<file path="config.mk">
export PLATFORM = sky130hd
export DESIGN_NAME = block_transposition_cipher_top
export DESIGN_NICKNAME = d
export VERILOG_FILES = /design/src/rtl/core/btc_pkg.sv /design/src/rtl/core/btc_ctrl.sv /design/src/rtl/core/btc_datapath.sv /design/src/rtl/core/block_transposition_cipher_top.sv
export SDC_FILE = /design/constraint.sdc
export NUM_CORES = 1
export LEC_CHECK = 0
export BUFFER_PORTS_ARGS = -buffer_cell sky130_fd_sc_hd__buf_4
export CORE_MARGIN = 4
export CORE_UTILIZATION = 50
export CTS_CLUSTER_DIAMETER = 80
export CTS_CLUSTER_SIZE = 25
export DETAILED_ROUTE_END_ITERATION = 12
export PLACE_DENSITY = 0.7
export SYNTH_ARGS = -nofsm -noshare
export SYNTH_HDL_FRONTEND = slang
export SYNTH_SLANG_ARGS = --single-unit
</file>
<file path="constraint.sdc">
create_clock -name clk -period 4.3 [get_ports clk]
set_clock_uncertainty 0.1 [all_clocks]
set_input_delay 0 -clock clk [delete_from_list [all_inputs] [get_ports clk]]
set_output_delay 0 -clock clk [all_outputs]
set_load 0.01 [all_outputs]
</file>
<file path="src/rtl/core/btc_pkg.sv">
// Package for the block transposition cipher.
// Holds payload and control structs, the controller state type and shared constants.
// No dependencies.
`timescale 1ns / 1ps

package btc_pkg;

    // Field widths fixed by the interface
    localparam int CHAR_W       = 8;
    localparam int KEY_W        = 4;
    localparam int PERM_W       = 24;
    localparam int PERM_FIELD_W = 3;
    localparam int CFG_INDEX_W  = 2;

    // Default block length limit
    localparam int MAX_BLOCK_DEF = 8;

    // Character codes
    localparam logic [CHAR_W-1:0] PAD_CHAR   = 8'h78;   // 'x'
    localparam logic [CHAR_W-1:0] SPACE_CHAR = 8'h20;   // ' '

    // Register indexes on the configuration channel
    localparam logic [CFG_INDEX_W-1:0] REG_KEY_SIZE    = 2'd0;
    localparam logic [CFG_INDEX_W-1:0] REG_PERMUTATION = 2'd1;

    // Register reset values
    localparam logic [KEY_W-1:0]  KEY_SIZE_RST    = 4'd8;
    localparam logic [PERM_W-1:0] PERMUTATION_RST = 24'hFAC688;  // identity

    // Payload structs
    typedef struct packed {
        logic [CHAR_W-1:0] char_in;
        logic              end_of_text;
    } in_item_t;

    typedef struct packed {
        logic [CHAR_W-1:0] char_out;
        logic              block_end;
        logic              text_end;
    } out_item_t;

    // Controller to datapath
    typedef struct packed {
        logic accept;     // input transaction taken this cycle
        logic load_out;   // load next ciphertext byte into output register
    } btc_cmd_t;

    // Datapath to controller
    typedef struct packed {
        logic trigger;    // the offered input completes or flushes a block
        logic last_byte;  // current emit position is the last of the block
    } btc_sts_t;

    typedef enum logic {
        S_IDLE,
        S_EMIT
    } btc_state_t;

endpackage

</file>
<file path="src/rtl/core/btc_ctrl.sv">
// Controller for the block transposition cipher.
// Sequences input transactions and block emission; owns the output valid flag.
// Depends on btc_pkg.
`timescale 1ns / 1ps

module btc_ctrl
    import btc_pkg::*;
(
    input  logic     clk,
    input  logic     rst_n,
    input  logic     in_valid,
    output logic     in_ready,
    output logic     out_valid,
    input  logic     out_ready,
    input  btc_sts_t sts,
    output btc_cmd_t cmd
);

    btc_state_t state_reg;
    btc_state_t state_next;
    logic       out_valid_reg;
    logic       out_valid_next;
    logic       out_free;

    // Output register can take a byte when empty or being drained
    assign out_free = !out_valid_reg || out_ready;

    // Next state
    always_comb
    begin
        state_next = state_reg;
        case (state_reg)
            S_IDLE:
            begin
                if (in_valid && sts.trigger)
                begin
                    state_next = S_EMIT;
                end
            end
            S_EMIT:
            begin
                if (out_free && sts.last_byte)
                begin
                    state_next = S_IDLE;
                end
            end
            default:
            begin
                state_next = S_IDLE;
            end
        endcase
    end

    // Outputs
    always_comb
    begin
        in_ready     = 1'b0;
        cmd.accept   = 1'b0;
        cmd.load_out = 1'b0;
        case (state_reg)
            S_IDLE:
            begin
                in_ready   = 1'b1;
                cmd.accept = in_valid;
            end
            S_EMIT:
            begin
                cmd.load_out = out_free;
            end
            default:
            begin
                in_ready = 1'b0;
            end
        endcase
    end

    // Output valid flag
    always_comb
    begin
        out_valid_next = out_valid_reg;
        if (cmd.load_out)
        begin
            out_valid_next = 1'b1;
        end
        else if (out_ready)
        begin
            out_valid_next = 1'b0;
        end
    end

    always_ff @(posedge clk or negedge rst_n)
    begin
        if (!rst_n)
        begin
            state_reg     <= S_IDLE;
            out_valid_reg <= 1'b0;
        end
        else
        begin
            state_reg     <= state_next;
            out_valid_reg <= out_valid_next;
        end
    end

    assign out_valid = out_valid_reg;

endmodule

</file>
<file path="src/rtl/core/btc_datapath.sv">
// Datapath for the block transposition cipher.
// Config registers, block buffer, fill count, emit index and output register.
// Depends on btc_pkg.
`timescale 1ns / 1ps

module btc_datapath
    import btc_pkg::*;
#(
    parameter int MAX_BLOCK = MAX_BLOCK_DEF
)
(
    input  logic                   clk,
    input  logic                   rst_n,
    input  logic                   cfg_valid,
    input  logic [CFG_INDEX_W-1:0] cfg_index,
    input  logic [PERM_W-1:0]      cfg_data,
    input  in_item_t               in_data,
    output out_item_t              out_data,
    input  btc_cmd_t               cmd,
    output btc_sts_t               sts
);

    localparam int AW = (MAX_BLOCK > 1) ? $clog2(MAX_BLOCK) : 1;
    localparam int FW = $clog2(MAX_BLOCK + 1);
    localparam logic [KEY_W-1:0] MAX_K = KEY_W'(MAX_BLOCK);

    logic [KEY_W-1:0]  key_size_reg;
    logic [PERM_W-1:0] permutation_reg;
    logic [CHAR_W-1:0] buf_mem [MAX_BLOCK];
    logic [FW-1:0]     fill_reg;
    logic [FW-1:0]     fill_next;
    logic [AW-1:0]     idx_reg;
    logic [AW-1:0]     idx_next;
    logic              eot_reg;
    out_item_t         out_reg;

    logic [KEY_W-1:0]        ks;
    logic                    keep;
    logic [KEY_W-1:0]        fill_new_k;
    logic [PERM_FIELD_W-1:0] src;
    logic [CHAR_W-1:0]       byte_sel;

    // Effective block length: 0 acts as 1, clamp at MAX_BLOCK
    always_comb
    begin
        if (key_size_reg == '0)
        begin
            ks = KEY_W'(1);
        end
        else if (key_size_reg > MAX_K)
        begin
            ks = MAX_K;
        end
        else
        begin
            ks = key_size_reg;
        end
    end

    // Fill count after the offered byte
    assign keep       = (in_data.char_in != SPACE_CHAR) && (KEY_W'(fill_reg) < MAX_K);
    assign fill_new_k = KEY_W'(fill_reg) + KEY_W'(keep);
    assign sts.trigger = (fill_new_k >= ks) || (in_data.end_of_text && (fill_new_k != '0));

    // Byte selection for the current emit position; missing bytes read as pad
    assign src           = permutation_reg[PERM_FIELD_W*int'(idx_reg) +: PERM_FIELD_W];
    assign sts.last_byte = (KEY_W'(idx_reg) + KEY_W'(1)) == ks;

    always_comb
    begin
        byte_sel = PAD_CHAR;
        if ((KEY_W'(src) < ks) && (KEY_W'(src) < KEY_W'(fill_reg)))
        begin
            byte_sel = buf_mem[src[AW-1:0]];
        end
    end

    // Configuration registers
    always_ff @(posedge clk or negedge rst_n)
    begin
        if (!rst_n)
        begin
            key_size_reg    <= KEY_SIZE_RST;
            permutation_reg <= PERMUTATION_RST;
        end
        else if (cfg_valid)
        begin
            case (cfg_index)
                REG_KEY_SIZE:    key_size_reg    <= cfg_data[KEY_W-1:0];
                REG_PERMUTATION: permutation_reg <= cfg_data;
                default:         ;
            endcase
        end
    end

    // Fill count and emit index
    always_comb
    begin
        fill_next = fill_reg;
        idx_next  = idx_reg;
        if (cmd.accept)
        begin
            fill_next = FW'(fill_new_k);
            idx_next  = '0;
        end
        else if (cmd.load_out)
        begin
            idx_next = idx_reg + AW'(1);
            if (sts.last_byte)
            begin
                fill_next = '0;
            end
        end
    end

    always_ff @(posedge clk or negedge rst_n)
    begin
        if (!rst_n)
        begin
            fill_reg <= '0;
            idx_reg  <= '0;
        end
        else
        begin
            fill_reg <= fill_next;
            idx_reg  <= idx_next;
        end
    end

    // Block buffer and end-of-text flag
    always_ff @(posedge clk)
    begin
        if (cmd.accept)
        begin
            eot_reg <= in_data.end_of_text;
            if (keep)
            begin
                buf_mem[fill_reg[AW-1:0]] <= in_data.char_in;
            end
        end
    end

    // Output register
    always_ff @(posedge clk)
    begin
        if (cmd.load_out)
        begin
            out_reg.char_out  <= byte_sel;
            out_reg.block_end <= sts.last_byte;
            out_reg.text_end  <= sts.last_byte && eot_reg;
        end
    end

    assign out_data = out_reg;

endmodule

</file>
<file path="src/rtl/core/block_transposition_cipher_top.sv">
// Top level of the block transposition cipher.
// Instantiates btc_ctrl and btc_datapath; depends on btc_pkg.
//
// Channel | Direction | Handshake            | Payload
// --------+-----------+----------------------+------------------------------
// cfg     | in        | cfg_valid/cfg_ready  | cfg_index, cfg_data
// in      | in        | in_valid/in_ready    | in_data  (in_item_t)
// out     | out       | out_valid/out_ready  | out_data (out_item_t)
//
// Plaintext bytes are taken while the controller is idle. A byte that
// completes or flushes a block starts a burst of its ciphertext bytes,
// one a cycle from the single output register; no input is taken during
// the burst. Output stalls hold the burst. The configuration channel is
// always ready. Reset restores key_size 8 and the identity permutation;
// the block buffer has no reset.
`timescale 1ns / 1ps

module block_transposition_cipher_top
    import btc_pkg::*;
#(
    parameter int MAX_BLOCK = MAX_BLOCK_DEF
)
(
    input  logic                   clk,
    input  logic                   rst_n,
    input  logic                   cfg_valid,
    output logic                   cfg_ready,
    input  logic [CFG_INDEX_W-1:0] cfg_index,
    input  logic [PERM_W-1:0]      cfg_data,
    input  logic                   in_valid,
    output logic                   in_ready,
    input  in_item_t               in_data,
    output logic                   out_valid,
    input  logic                   out_ready,
    output out_item_t              out_data
);

    btc_cmd_t cmd;
    btc_sts_t sts;

    assign cfg_ready = 1'b1;

    btc_ctrl u_ctrl (
        .clk       (clk),
        .rst_n     (rst_n),
        .in_valid  (in_valid),
        .in_ready  (in_ready),
        .out_valid (out_valid),
        .out_ready (out_ready),
        .sts       (sts),
        .cmd       (cmd)
    );

    btc_datapath #(
        .MAX_BLOCK (MAX_BLOCK)
    ) u_datapath (
        .clk       (clk),
        .rst_n     (rst_n),
        .cfg_valid (cfg_valid),
        .cfg_index (cfg_index),
        .cfg_data  (cfg_data),
        .in_data   (in_data),
        .out_data  (out_data),
        .cmd       (cmd),
        .sts       (sts)
    );

endmodule

</file>
# After elaboration in Yosys (flattened, before gate mapping)
# Memories as Yosys holds them, arrays and structs flattened. A register that Yosys moved wholly into a read port is not among the register bits.
# Index checks and enable logic that the tools add are counted.
dict set report word_totals {
  register_bits 40
  ramBits 64
  input_bits 40
  out_inout_bits 13
  memories 1
}
dict set report classes {
  addsub 3
  n_mul 1
  magnitude_cmp 5
  n_eq_ne 3
  n_shift 1
  mux 18
  bitwise 1
  reduce_logical 19
}
# memory words width rd rd_ports_with_merged_regs write_ports line
set memory_table {}
lappend memory_table {u_datapath.buf_mem 8 8 1 1 1 btc_datapath.sv:29} ;# logic [CHAR_W-1:0] buf_mem [MAX_BLOCK];
# operator count
set op_table {}
lappend op_table {{24-bit by 32-bit indexed part select with 3-bit output} 1}
lappend op_table {{4-bit 2-to-1 mux} 5}
lappend op_table {{1-bit 2-to-1 mux} 10}
lappend op_table {{3-bit by 4-bit less-than comparator with 1-bit output} 2}
lappend op_table {{8-bit by 6-bit inequality test with 1-bit output (second input constant)} 1}
lappend op_table {{1-bit logical AND} 6}
lappend op_table {{3-bit 2-to-1 mux} 2}
lappend op_table {{2-bit AND reduction} 3}
lappend op_table {{2-bit nonzero test} 3}
lappend op_table {{2-bit by 3-bit multiplier with 5-bit output (first input constant)} 1}
lappend op_table {{3-bit by 1-bit adder with 4-bit output (second input constant)} 1}
lappend op_table {{4-bit by 1-bit adder with 4-bit output} 1}
lappend op_table {{4-bit == test} 1}
lappend op_table {{4-bit >= comparator} 1}
lappend op_table {{4-bit > comparator (second input constant)} 1}
lappend op_table {{4-bit zero test} 1}
lappend op_table {{4-bit less-than comparator (second input constant)} 1}
lappend op_table {{4-bit nonzero test} 1}
lappend op_table {{3-bit by 1-bit adder with 3-bit output (second input constant)} 1}
lappend op_table {{2-bit by 1-bit == test with 1-bit output (second input constant)} 1}
lappend op_table {{1-bit zero test} 2}
lappend op_table {{2-bit zero test} 1}
lappend op_table {{1-bit logical OR} 2}
lappend op_table {{1-bit one-hot mux with 2 select lines} 1}
lappend op_table {{1-bit inverter} 1}

# Longest topological paths before layout
# Gate-level depths: netlist (run 1).
dict set report depth {
  depth_word 9
  depth_mapped 13
}

# Modules after synthesis
# From an unflattened synthesis (run 1), not the netlist that was laid out.
dict set report hier_totals {
  hier_cells 297
  area_unflattened_um2 4890.9
}
# module n_inst cells_each area_each_um2 seq_area_each_um2
set by_module_without_submodules {}
lappend by_module_without_submodules {btc_datapath 1 285 4775.8 3144.3}
lappend by_module_without_submodules {btc_ctrl 1 10 103.8 50.0}
lappend by_module_without_submodules {block_transposition_cipher_top 1 2 11.3 0.0}

# Least setup slack after synthesis (run 1)
# Ideal clock, no wire load.
dict set report synth_path {
  path_type {reg2reg}
  start {register u_datapath.idx_reg[0]}
  end {register, netlist name u_datapath.out_data[5]}
  setup_ns 0.255
  arrival_time_ns 2.781
  slack_ns 1.164
  stages_incl_launch_ff 14
  n_path_buf 3
  period_less_slack_ns 3.136
  cell_sequence {dfrtp_1 buf_6 mux4_2 nand2_1 nand2_4 buf_6 clkbuf_1 ha_1 o21ai_0 nand2b_1 a22o_1 a21oi_1 nand2_1 o22a_2}
}
dict set report synth_between {
  elab_chain_cells 5
  elab_cells_between_ends 6
  classes_between {mul (1); order compare (2); shift (1); reduce/logical (2)}
}
# item line
set synth_rtl {}
lappend synth_rtl {{start: declaration} btc_datapath.sv:32} ;# logic [AW-1:0] idx_reg;
lappend synth_rtl {{start signal: assignment} btc_datapath.sv:126} ;# idx_reg <= idx_next;
lappend synth_rtl {{2-bit by 3-bit multiplier with 5-bit output (*)} btc_datapath.sv:66} ;# assign src = permutation_reg[PERM_FIELD_W*int'(idx_reg) +: PERM_FIELD_W];
lappend synth_rtl {{24-bit by 32-bit indexed part select with 3-bit output (*)} btc_datapath.sv:66}
lappend synth_rtl {{3-bit by 4-bit less-than comparator with 1-bit output} btc_datapath.sv:72} ;# if ((KEY_W'(src) < ks) && (KEY_W'(src) < KEY_W'(fill_reg)))
lappend synth_rtl {{1-bit logical AND} btc_datapath.sv:72}
lappend synth_rtl {{1-bit zero test (no source line)} --}
# Mark *: on every way between the ends. The rest lies on a longest branch, timed or not.
# A chain may end at the register's enable or synchronous reset.

# Final worst setup path (run 1)
dict set report layout_path {
  start {register u_datapath.idx_reg[0]}
  end {register, netlist name u_datapath.out_data[8]}
}
dict set report layout_between {
  elab_chain_cells 5
  elab_cells_between_ends 6
  classes_between {mul (1); order compare (2); shift (1); reduce/logical (2)}
}
# item line
set layout_rtl {}
lappend layout_rtl {{2-bit by 3-bit multiplier with 5-bit output (*)} btc_datapath.sv:66}
lappend layout_rtl {{24-bit by 32-bit indexed part select with 3-bit output (*)} btc_datapath.sv:66}
lappend layout_rtl {{3-bit by 4-bit less-than comparator with 1-bit output} btc_datapath.sv:72}
lappend layout_rtl {{1-bit logical AND} btc_datapath.sv:72}
lappend layout_rtl {{1-bit zero test (no source line)} --}
# Marked as above.

==> summary.md, run 1 <==
| Metric | Value |
|---|---|
| Synth top area cells | edfxtp_1 (46%), dfrtp_1 (12%), mux2_2 (8.0%) |
| Primary FF master, synth | edfxtp_1 |
| Worst endpoint required time | 4340 ps |
| Mapped Avg Cell Area | 16.02 µm² |
| Ys Warns | 0 |
| HPWL Detailed | 6603 µm |
| Peak VDD IR | 0.2528 mV |
| Total wire length | 9701 µm |
| Async set-reset flop share out of synthesis | 33.04% |
| # setup viols final | 0 |
| Clock latency at the later pin of the worst-skew pair | 370 ps |
| Vias after detailed routing | 2877 |
| Mapped cell area | 4917 µm² |
| GR Overflow Total | 0 |
| Crit-path cells | mux4_2 > nand2_1 > nand2_4 > ha_1 > o21ai_0 > nand2b_1 > a22o_1 > a21oi_1 > nand2_1 > o22a_2 |
| Cells after Synth | 307 |
| First-pass GRT wire length | 15740 µm |
| Diode count | 0 |
| DRT iter0 DRCs | 104 |
| Post-CTS Setup Inserts | 0 |
| Quantity of gates resized following cts | 0 |
| Vias in the first global route | 2982 |
| RSZ-0062 raised after global routing | no |
| Core area | 9415 µm² |
| Beginning of the critical path | u_datapath.idx_reg[0]$_DFFE_PN0P_ |
| Root buffer cell | clkbuf_8 |
| Yosys reg bits | 112 |
| Effective utilization at floorplan | 52.23% |
| CTS clk-pin slew, worst paths | 110 ps |
| Die height | 107.2 µm |
| Leak | 2.302 nW |
| Layout cells sized above 1 | 32.51% |
| Port Buffers | 51 |
| CP max FO | 26 |
| I/O pin total | 53 |
| Final core occ | 63.88% |
| Commonest cells post-synth | edfxtp_1 (75), mux2_2 (35), dfrtp_1 (24) |
| Max reg flops | 64 |
| Initial antenna violation count | 0 |
| Placed cell count | 479 |
| Relative slew slack | 23.29% |
| Crit path buf inv count | 0 |
| M2 GR Usage | 30.97% |
| Largest net degree at the start of global routing | 38 |
| Slew Limit Fails | 0 |
| Sum Neg Setup Slack | 0 ps |
| Syn nets | 358 |
| Clock power share | 17.5% |
| Vias per Instance | 5.378 |
| Post-DP Area | 5406 µm² |
| Internal | 2.327 mW |
| Synth top area share | 45.80% |
| Die area | 11490 µm² |
| Max incr delay on CP | 680 ps |
| GRT met3 Usage | 2.709% |
| Yosys cell types | 44 |
| Sw power | 1.246 mW |
| DRT Pass-1 Iters | 4 |
| DRC viols | 0 |
| Tmin final | 3342 ps |
| Hold Path Class | input port to asynchronous set/reset pin |
| H-tree level count | 3 |
| Clk buf depth | 2 |
| Routed Antenna Nets | 0 |
| Post-CTS Hold Buffers | 40 |
| Area grow syn2layout | 22.32% |
| CTS tree | yes |
| Count leader, synth | edfxtp_1 |
| Die X | 107.2 µm |
| FMAX | 299.2 MHz |
| Top Usage Layer GRT | met2 |
| R2r startpoint | u_datapath.idx_reg[0]$_DFFE_PN0P_ |
| Min Hold Slack | 15.90 ps |
| Gr usage total | 18.06% |
| Startpoint Class | register |
| Yosys top cell by area | edfxtp_1 |
| Status | finished clean |
| Final net count | 452 |
| Seq/Total Area, Yosys | 64.96% |
| Wirelength per Cell | 18.13 µm |
| Clock buffer count from CTS | 9 |
| Hold Vio Cnt, Final | 0 |
| Logic pwr share | 41.2% |
| Num rows | 35 |
| Setup CP Type | register to register |
| PwrDens | 594.1 nW/µm² |
| Fin crit share | 77.72% |
| Design Area, Final | 6015 µm² |
| Switching share of power | 34.88% |
| Post-Layout Cell Count | 535 |
| CP arrival | 3380 ps |
| Seq pwr share | 41.3% |
| Max Cap Viol | 0 |
| CP most frequent cell | nand2_1 |
| Crit. End Element | register |
| Delay-heaviest family, CP | compound AO/OA/AOI/OAI gates |
| Clock sink total | 112 |
| Worst-Margin Slew | 1147 ps |
| Post-synth EDFFs | 75 |
| Critical path's slowest cell | dfrtp_1 |
| Routability Congestion | 0.7291 |
| Met1 GRT Util | 23.81% |
cell type report:
type | instances | area (µm²)
clock buffer | 9 | 123.9
clock inverter | 7 | 83.83
fill | 689 | 3401
inverter | 11 | 41.29
multi-input combinational | 174 | 1612
sequential | 112 | 3194
tap | 129 | 161.4
timing repair buffer | 93 | 798.3
worst register-to-register path, stage by stage, from the launching register on:
cell and delay, ps:
dfrtp_1 680, mux4_2 580, nand2_1 130, nand2_4 210, ha_1 360, o21ai_0 160, nand2b_1 70, a22o_1 180
a21oi_1 220, nand2_1 160, o22a_2 260
stage by stage:
step / power [mW] / setup slack (ps)
after floorplan: 2.625 / 1164
after global placement: 2.902 / 1079
after detailed placement: 2.950 / 957.2
after CTS: 3.599 / 954.9
after global routing: 3.813 / 651.7
final: 3.573 / 958.2
placed cells by master (no fill, tap or decap), drive strengths merged, types with 6 or more instances in the layout:
cell	synthesis	routed
mux2i	10	10
dfrtp	24	24
mux2	35	35
inv	9	12
o21ai	7	7
nand2	18	18
ha	11	11
nor2	12	12
edfxtp	75	75
dfstp	13	13
a21oi	13	13
a22o	8	8
clkbuf	5	9
dlygate4sd3	0	40
buf	5	53
mux4	14	14
clkinv	2	6
cell families after synthesis:
family / count (synthesis) / share of synthesized area, %
compound gates: 42 / 5.853
flops: 112 / 64.96
buf+inv: 21 / 2.468
simple gates: 56 / 5.700
other cells: 1 / 0.07626
fa+ha+maj: 11 / 2.799
xor+xnor: 5 / 0.8905
mux: 59 / 17.25
worst paths after layout:
| path | slack (ps) | depth (start not counted) | endpoint |
|---|---|---|---|
| worst max-delay path | 960 | 10 | u_datapath.out_data[8]$_SDFFCE_PN1P_ |
| worst min-delay path | 20 | 2 | u_datapath.key_size_reg[0]$_DFFE_PN0P_ |
| worst max register to register | 960 | 10 | u_datapath.out_data[8]$_SDFFCE_PN1P_ |
| worst min register to register | 430 | 1 | u_datapath.permutation_reg[11]$_DFFE_PN0P_ |
| max in group asynchronous | 3720 | 2 | u_datapath.permutation_reg[9]$_DFFE_PN1P_ |
| min in group clk | 260 | 2 | u_datapath.eot_reg$_DFFE_PP_ |
power groups by stage:
stage / Sequential (mW) / Clock (mW) / Combinational [mW]
final: 1.48 / 0.625 / 1.47
after floorplan: 1.45 / 0 / 1.18
after detailed placement: 1.50 / 0 / 1.45
after CTS: 1.48 / 0.638 / 1.48
after global placement: 1.49 / 0 / 1.41
after global routing: 1.50 / 0.687 / 1.63
metal layers:
metal,vias to the layer above,wire length [µm]
met5,-,0
met2,75,4945
met1,1430,4211
met4,0,101
met3,8,442
li1,1364,-
Power figures use the tool's default switching activity.
==> inputs of run 2 (changes only) <==
Clock period 4.3 ns to 3.5 ns, I/O delays scaled along.
==> summary.md, run 2 (same netlist as run 1, synthesis figures left out) <==
| Metric | Value |
|---|---|
| Status | finished clean |
| CP arrival | 3170 ps (-210 ps) |
| Post-CTS Setup Inserts | 0 (unchanged) |
| Critical path's slowest cell | mux4_1 |
| Worst R2R Setup Slack | 350 ps (-610 ps) |
| Setup CP Type | register to register |
| Tmin final | 3153 ps (-188.5 ps) |
| Fin crit share | 90.10% (+12 points) |
| Hold Vio Cnt, Final | 0 (unchanged) |
| Crit path buf inv count | 1 (+1) |
| Hold Path Class | input port to asynchronous set/reset pin |
| Die X | 107.2 µm (unchanged) |
| Clock latency at the later pin of the worst-skew pair | 360 ps (about the same) |
| I/O pin total | 53 (unchanged) |
| Layout cells sized above 1 | 32.12% (-0.40 points) |
| First-pass GRT wire length | 15590 µm (-0.96%) |
| Relative slew slack | 21.63% (-1.7 points) |
| Final net count | 457 (+1.1%) |
| Routability Congestion | 0.7531 (+3.3%) |
| GR Overflow Total | 0 (unchanged) |
| Worst-Margin Slew | 1172 ps (+24.94 ps) |
| Crit-path cells | mux4_1 > mux2i_1 > inv_1 > ha_1 > a221oi_1 > nand3_1 > a21oi_1 > nand2_1 > o22a_2 |
| # setup viols final | 0 (unchanged) |
| CTS clk-pin slew, worst paths | 100 ps (about the same) |
| Quantity of gates resized following cts | 0 (unchanged) |
| Diode count | 0 (unchanged) |
| Area grow syn2layout | 22.47% |
| Die area | 11490 µm² (unchanged) |
| PwrDens | 730.0 nW/µm² (+23%) |
| Clk buf depth | 2 (unchanged) |
| Pwr Total | 4.396 mW (+23%) |
| Leak | 2.316 nW (+0.63%) |
| Vias after detailed routing | 2886 (+0.31%) |
| DRT Pass-1 Iters | 4 (unchanged) |
| Clock sink total | 112 (unchanged) |
| Num rows | 35 (unchanged) |
| Peak VDD IR | 0.3978 mV (+57%) |
| HPWL Detailed | 6443 µm (-2.4%) |
| H-tree level count | 3 (unchanged) |
| Worst endpoint required time | 3510 ps (-830 ps) |
| Max Cap Viol | 0 (unchanged) |
| CP max FO | 5 (-81%) |
| Delay-heaviest family, CP | multiplexers |
| Effective utilization at floorplan | 52.23% (unchanged) |
| Largest net degree at the start of global routing | 38 (unchanged) |
| Sum Neg Setup Slack | 0 ps (unchanged) |
| Max reg flops | 64 (unchanged) |
| Sw power | 1.463 mW (+17%) |
| Startpoint Class | register |
| DRC viols | 0 (unchanged) |
| Initial antenna violation count | 0 (unchanged) |
| CTS tree | yes |
| Clock buffer count from CTS | 9 (unchanged) |
| Max incr delay on CP | 580 ps (-100 ps) |
| RSZ-0062 raised after global routing | no |
| Die height | 107.2 µm (unchanged) |
| Slew Limit Fails | 0 (unchanged) |
| Internal | 2.933 mW (+26%) |
| FMAX | 317.1 MHz (+6.0%) |
| Vias in the first global route | 3076 (+3.2%) |
| Logic pwr share | 42.2% (+1.0 points) |
| Port Buffers | 51 (unchanged) |
| Clock power share | 17.0% (-0.5 points) |
| Most frequent cells in the layout | edfxtp_1 (75), buf_4 (58), dlygate4sd3_1 (40), mux2_2 (35), dfrtp_1 (24) |
| Seq pwr share | 40.8% (-0.5 points) |
| Total wire length | 9470 µm (-2.4%) |
| Switching share of power | 33.27% (-1.6 points) |
| Final core occ | 63.96% (+0.080 points) |
| Vias per Instance | 5.344 (-0.62%) |
| Core area | 9415 µm² (unchanged) |
| Wirelength per Cell | 17.54 µm (-3.3%) |
| Root buffer cell | clkbuf_8 |
| DRT iter0 DRCs | 86 (-17%) |
| Routed Antenna Nets | 0 (unchanged) |
| Commonest non-fill, non-tap cell in the layout | edfxtp_1 |
| Post-CTS Hold Buffers | 40 (unchanged) |
| Gr usage total | 17.77% (-0.29 points) |
| Crit. End Element | register |
## run 2: per-layer routing
| metal | track usage (%) | part of all wire (%) |
|---|---|---|
| met1 | 23.15 | 44 |
| met5 | 0 | 0 |
| met2 | 30.16 | 51 |
| met3 | 2.890 | 4.2 |
| met4 | 6.301 | 0.74 |
## run 2: path summary, 6_finish.rpt
path,start,depth (start not counted),end
min,rst_n,2,u_datapath.key_size_reg[0]$_DFFE_PN0P_
max,u_datapath.idx_reg[0]$_DFFE_PN0P_,9,u_datapath.out_data[8]$_SDFFCE_PN1P_
min reg2reg,u_datapath.permutation_reg[8]$_DFFE_PN0P_,1,u_datapath.permutation_reg[8]$_DFFE_PN0P_
max in group asynchronous,rst_n,2,u_datapath.permutation_reg[20]$_DFFE_PN1P_
min in group clk,in_data[0],2,u_datapath.eot_reg$_DFFE_PP_
max reg2reg,u_datapath.idx_reg[0]$_DFFE_PN0P_,9,u_datapath.out_data[8]$_SDFFCE_PN1P_
## run 2: layout make-up
cell class | instances | area (µm²)
Sequential cell | 112 | 3194
Clock inverter | 5 | 56.30
Clock buffer | 11 | 131.4
Inverter | 11 | 41.29
Fill cell | 702 | 3393
Timing Repair Buffer | 98 | 835.8
Tap cell | 129 | 161.4
Multi-Input combinational cell | 174 | 1602
## run 2: power by group through the flow
stage                     clock network, mW  registers, mW  logic, mW
after global placement                    0           1.82       1.79
after global routing                  0.822           1.82       2.05
after detailed placement                  0           1.82       1.84
after CTS                             0.760           1.79       1.88
after floorplan                           0           1.78       1.44
final                                 0.747           1.79       1.86
## run 2: per-stage QoR
stage               cells  setup WS, ps  cell area [µm²]  hold WS (ps)
floorplan             307         363.8             4917        -395.6
global placement      484         532.7             5434        -111.8
detailed placement    484         414.8             5434        -113.0
CTS                   540         380.2             6022         36.95
global route          540         106.6             6022         69.40
finish                540         346.7             6022         34.89
==> inputs of run 3 (changes only) <==
Settings changed: CORE_UTILIZATION 50 to 41, PLACE_DENSITY 0.7 to unset, SYNTH_HIERARCHICAL set to 1.
==> summary.md, run 3 <==
| Metric | Value |
|---|---|
| FMAX | 323.8 MHz (+2.1%) |
| Diode count | 0 (unchanged) |
| Die X | 117.2 µm (+9.4%) |
| Leak | 2.380 nW (+2.8%) |
| Vias per Instance | 5.218 (-2.4%) |
| Synth Area in Compound Gates | 5.065% (-0.79 points) |
| Most frequent cells in the layout | edfxtp_1 (75), buf_4 (58), dlygate4sd3_1 (41), mux2_2 (27), mux2i_1 (26) |
| Sum Neg Setup Slack | 0 ps (unchanged) |
| Vias in the first global route | 3049 (-0.88%) |
| Pwr Total | 4.785 mW (+8.9%) |
| Layout cells sized above 1 | 33.58% (+1.5 points) |
| Effective utilization at floorplan | 42.29% (-9.9 points) |
| Count leader, synth | edfxtp_1 |
| Yosys cell types | 50 (+14%) |
| Area grow syn2layout | 26.45% |
| Largest net degree at the start of global routing | 38 (unchanged) |
| Worst R2R Setup Slack | 410 ps (+60 ps) |
| Slew Limit Fails | 0 (unchanged) |
| Largest family of logic cells by synthesized area | multiplexers |
| Peak VDD IR | 0.3636 mV (-8.6%) |
| Vias after detailed routing | 2844 (-1.5%) |
| Clock latency at the later pin of the worst-skew pair | 340 ps (-20 ps) |
| Wirelength per Cell | 17.28 µm (-1.5%) |
| Reg2Reg Depth | 8 (-1) |
| Initial antenna violation count | 0 (unchanged) |
| Ys Warns | 6 (+6) |
| DRC viols | 0 (unchanged) |
| Primary FF master, synth | edfxtp_1 |
| Tmin final | 3088 ps (-64.98 ps) |
| Startpoint Class | register |
| GR Overflow Total | 0 (unchanged) |
| Setup CP Type | register to register |
| Gr usage total | 15.07% (-2.7 points) |
| Quantity of gates resized following cts | 0 (unchanged) |
| Mapped cell area | 4891 µm² (-0.53%) |
| Design Area, Final | 6185 µm² (+2.7%) |
| Async set-reset flop share out of synthesis | 33.04% (unchanged) |
| Commonest cells post-synth | edfxtp_1 (75), mux2_2 (27), mux2i_1 (26) |
| Post-Synth Simple-Gate Area | 4.937% (-0.76 points) |
| Port Buffers | 51 (unchanged) |
| Yosys top cell by area | edfxtp_1 |
| Worst endpoint required time | 3490 ps (-20 ps) |
| CP arrival | 3080 ps (-90 ps) |
| Core area | 11560 µm² (+23%) |
| Final net count | 446 (-2.4%) |
| Routed Antenna Nets | 0 (unchanged) |
| Status | finished clean |
| Max Cap Viol | 0 (unchanged) |
| Crit path to | u_datapath/out_data[8]$_SDFFCE_PN1P_ |
| Routability Congestion | 0.7523 (-0.11%) |
| DRT iter0 DRCs | 136 (+58%) |
| DRT Pass-1 Iters | 4 (unchanged) |
| CP max FO | 6 (+1) |
| Synth Area in Adders | 2.507% (-0.29 points) |
| Die area | 13740 µm² (+20%) |
| I/O pin total | 53 (unchanged) |
| Clk buf depth | 2 (unchanged) |
| Syn nets | 346 (-3.4%) |
| Num rows | 39 (+11%) |
| Fin crit share | 88.24% (-1.9 points) |
| Post-DP Area | 5454 µm² (+0.37%) |
| CTS tree | yes |
| Post-Synth XOR/XNOR Area | 1.433% (+0.54 points) |
| R2r startpoint | u_datapath/idx_reg[0]$_DFFE_PN0P_ |
| H-tree level count | 3 (unchanged) |
| Yosys reg bits | 112 (unchanged) |
| Post-synth EDFFs | 75 (unchanged) |
| Die height | 117.2 µm (+9.4%) |
| Cells after Synth | 297 (-3.3%) |
| Seq/Total Area, Yosys | 65.31% (+0.35 points) |
| HPWL Detailed | 6293 µm (-2.3%) |
| Relative slew slack | 22.79% (+1.2 points) |
| Crit. End Element | register |
| Min Hold Slack | 58.07 ps (+23.17 ps) |
| First-pass GRT wire length | 15660 µm (+0.44%) |
| Hold Path Class | input port to asynchronous set/reset pin |
| Synth top area share | 46.05% (+0.25 points) |
| PwrDens | 773.8 nW/µm² (+6.0%) |
| Clock buffer count from CTS | 9 (unchanged) |
| Synth top area cells | edfxtp_1 (46%), dfrtp_1 (12%), dfstp_2 (7.0%) |
| Reg2Reg Capture Point | u_datapath/out_data[8]$_SDFFCE_PN1P_ |
| RSZ-0062 raised after global routing | no |
| Final core occ | 53.48% (-10 points) |
| Hold Vio Cnt, Final | 0 (unchanged) |
| Commonest non-fill, non-tap cell in the layout | edfxtp_1 |
| Clock sink total | 112 (unchanged) |
| Mapped Avg Cell Area | 16.47 µm² (+2.8%) |
| Beginning of the critical path | u_datapath/idx_reg[0]$_DFFE_PN0P_ |
| Multiplexer share of the synthesized area | 18.44% (+1.2 points) |
| Root buffer cell | clkbuf_16 |
| Total wire length | 9416 µm (-0.57%) |
| Max reg flops | 64 (unchanged) |
| Worst-Margin Slew | 1155 ps (-17.39 ps) |
| # setup viols final | 0 (unchanged) |
| CTS clk-pin slew, worst paths | 80 ps (-20 ps) |
-- run 3: cell types whose count changed after synthesis, sizes merged, moves of 2 or more --
cell and change:
nor2 -2, and2 -2, o21ai -5, a21oi -10, a2bb2oi -2, ha -2, mux2i +17, xor2 +3
nand2 -4, and3 -2, mux2 -8
-- run 3: area by class of cell --
cell class,count,area (µm²)
clock buffers,10,239.0
clock inverters,6,81.33
fillers,944,5380
inverters,10,37.54
multi-input cells,164,1588
flip-flops and latches,112,3194
well taps,143,178.9
repair buffers,100,865.8
-- run 3: timing repair --
item,in CTS,in global routing
buffers inserted,0,0
endpoints found under the hold margin,132,0
hold buffers,41,0
endpoints found under the setup margin,0,0
-- run 3: worst min-delay path by stage --
| stage | from | end | slack (ps) | cells past startpoint |
|---|---|---|---|---|
| after floorplan | rst_n | u_ctrl/out_valid$_DFFE_PN0P_ | -400 | 0 |
| after global placement | rst_n | u_datapath/permutation_reg[18]$_DFFE_PN0P_ | -110 | 1 |
| after detailed placement | rst_n | u_datapath/permutation_reg[18]$_DFFE_PN0P_ | -110 | 1 |
| after CTS | rst_n | u_datapath/permutation_reg[18]$_DFFE_PN0P_ | 60 | 2 |
| after global routing | rst_n | u_datapath/permutation_reg[18]$_DFFE_PN0P_ | 110 | 2 |
| final | rst_n | u_datapath/permutation_reg[18]$_DFFE_PN0P_ | 60 | 2 |
-- run 3: cells by family (layout without fill, tap and decap cells) --
| group | Yosys count | in the layout |
|---|---|---|
| compound gates | 32 | 32 |
| xor+xnor | 8 | 8 |
| fa+ha+maj | 10 | 10 |
| buf+inv | 21 | 126 |
| flops | 112 | 112 |
| mux | 68 | 68 |
| other cells | 1 | 1 |
| simple gates | 45 | 45 |
-- run 3: critical path, stage by stage, from the launching register on --
cell	delay, ps
dfrtp_1	530
mux4_2	540
nand2_1	80
nand2_1	140
ha_1	230
a221oi_1	350
a32oi_1	190
or3_4	450
o22a_1	220
-- run 3: layer usage --
metal | vias to the layer above | GRT usage [%] | wire length [µm]
met3 | 10 | 3.085 | 345
met5 | - | 0 | 0
met4 | 0 | 4.664 | 148
met1 | 1442 | 20.85 | 4335
li1 | 1345 | - | -
met2 | 47 | 24.10 | 4585
-- run 3: power breakdown --
group,internal [mW],switching (mW),total (mW),leakage [nW]
Combinational,1.01,0.921,1.93,1.12
Sequential,1.65,0.138,1.79,1.10
Clock,0.592,0.476,1.07,0.157
Total,3.25,1.54,4.79,2.38
-- run 3: per-stage QoR --
step           setup WS (ps)  std cells
2_1_floorplan          449.5        297
3_3_place_gp           484.4        488
3_5_place_dp           419.1        488
4_1_cts                396.0        545
5_1_grt                133.3        545
6_report               411.6        545
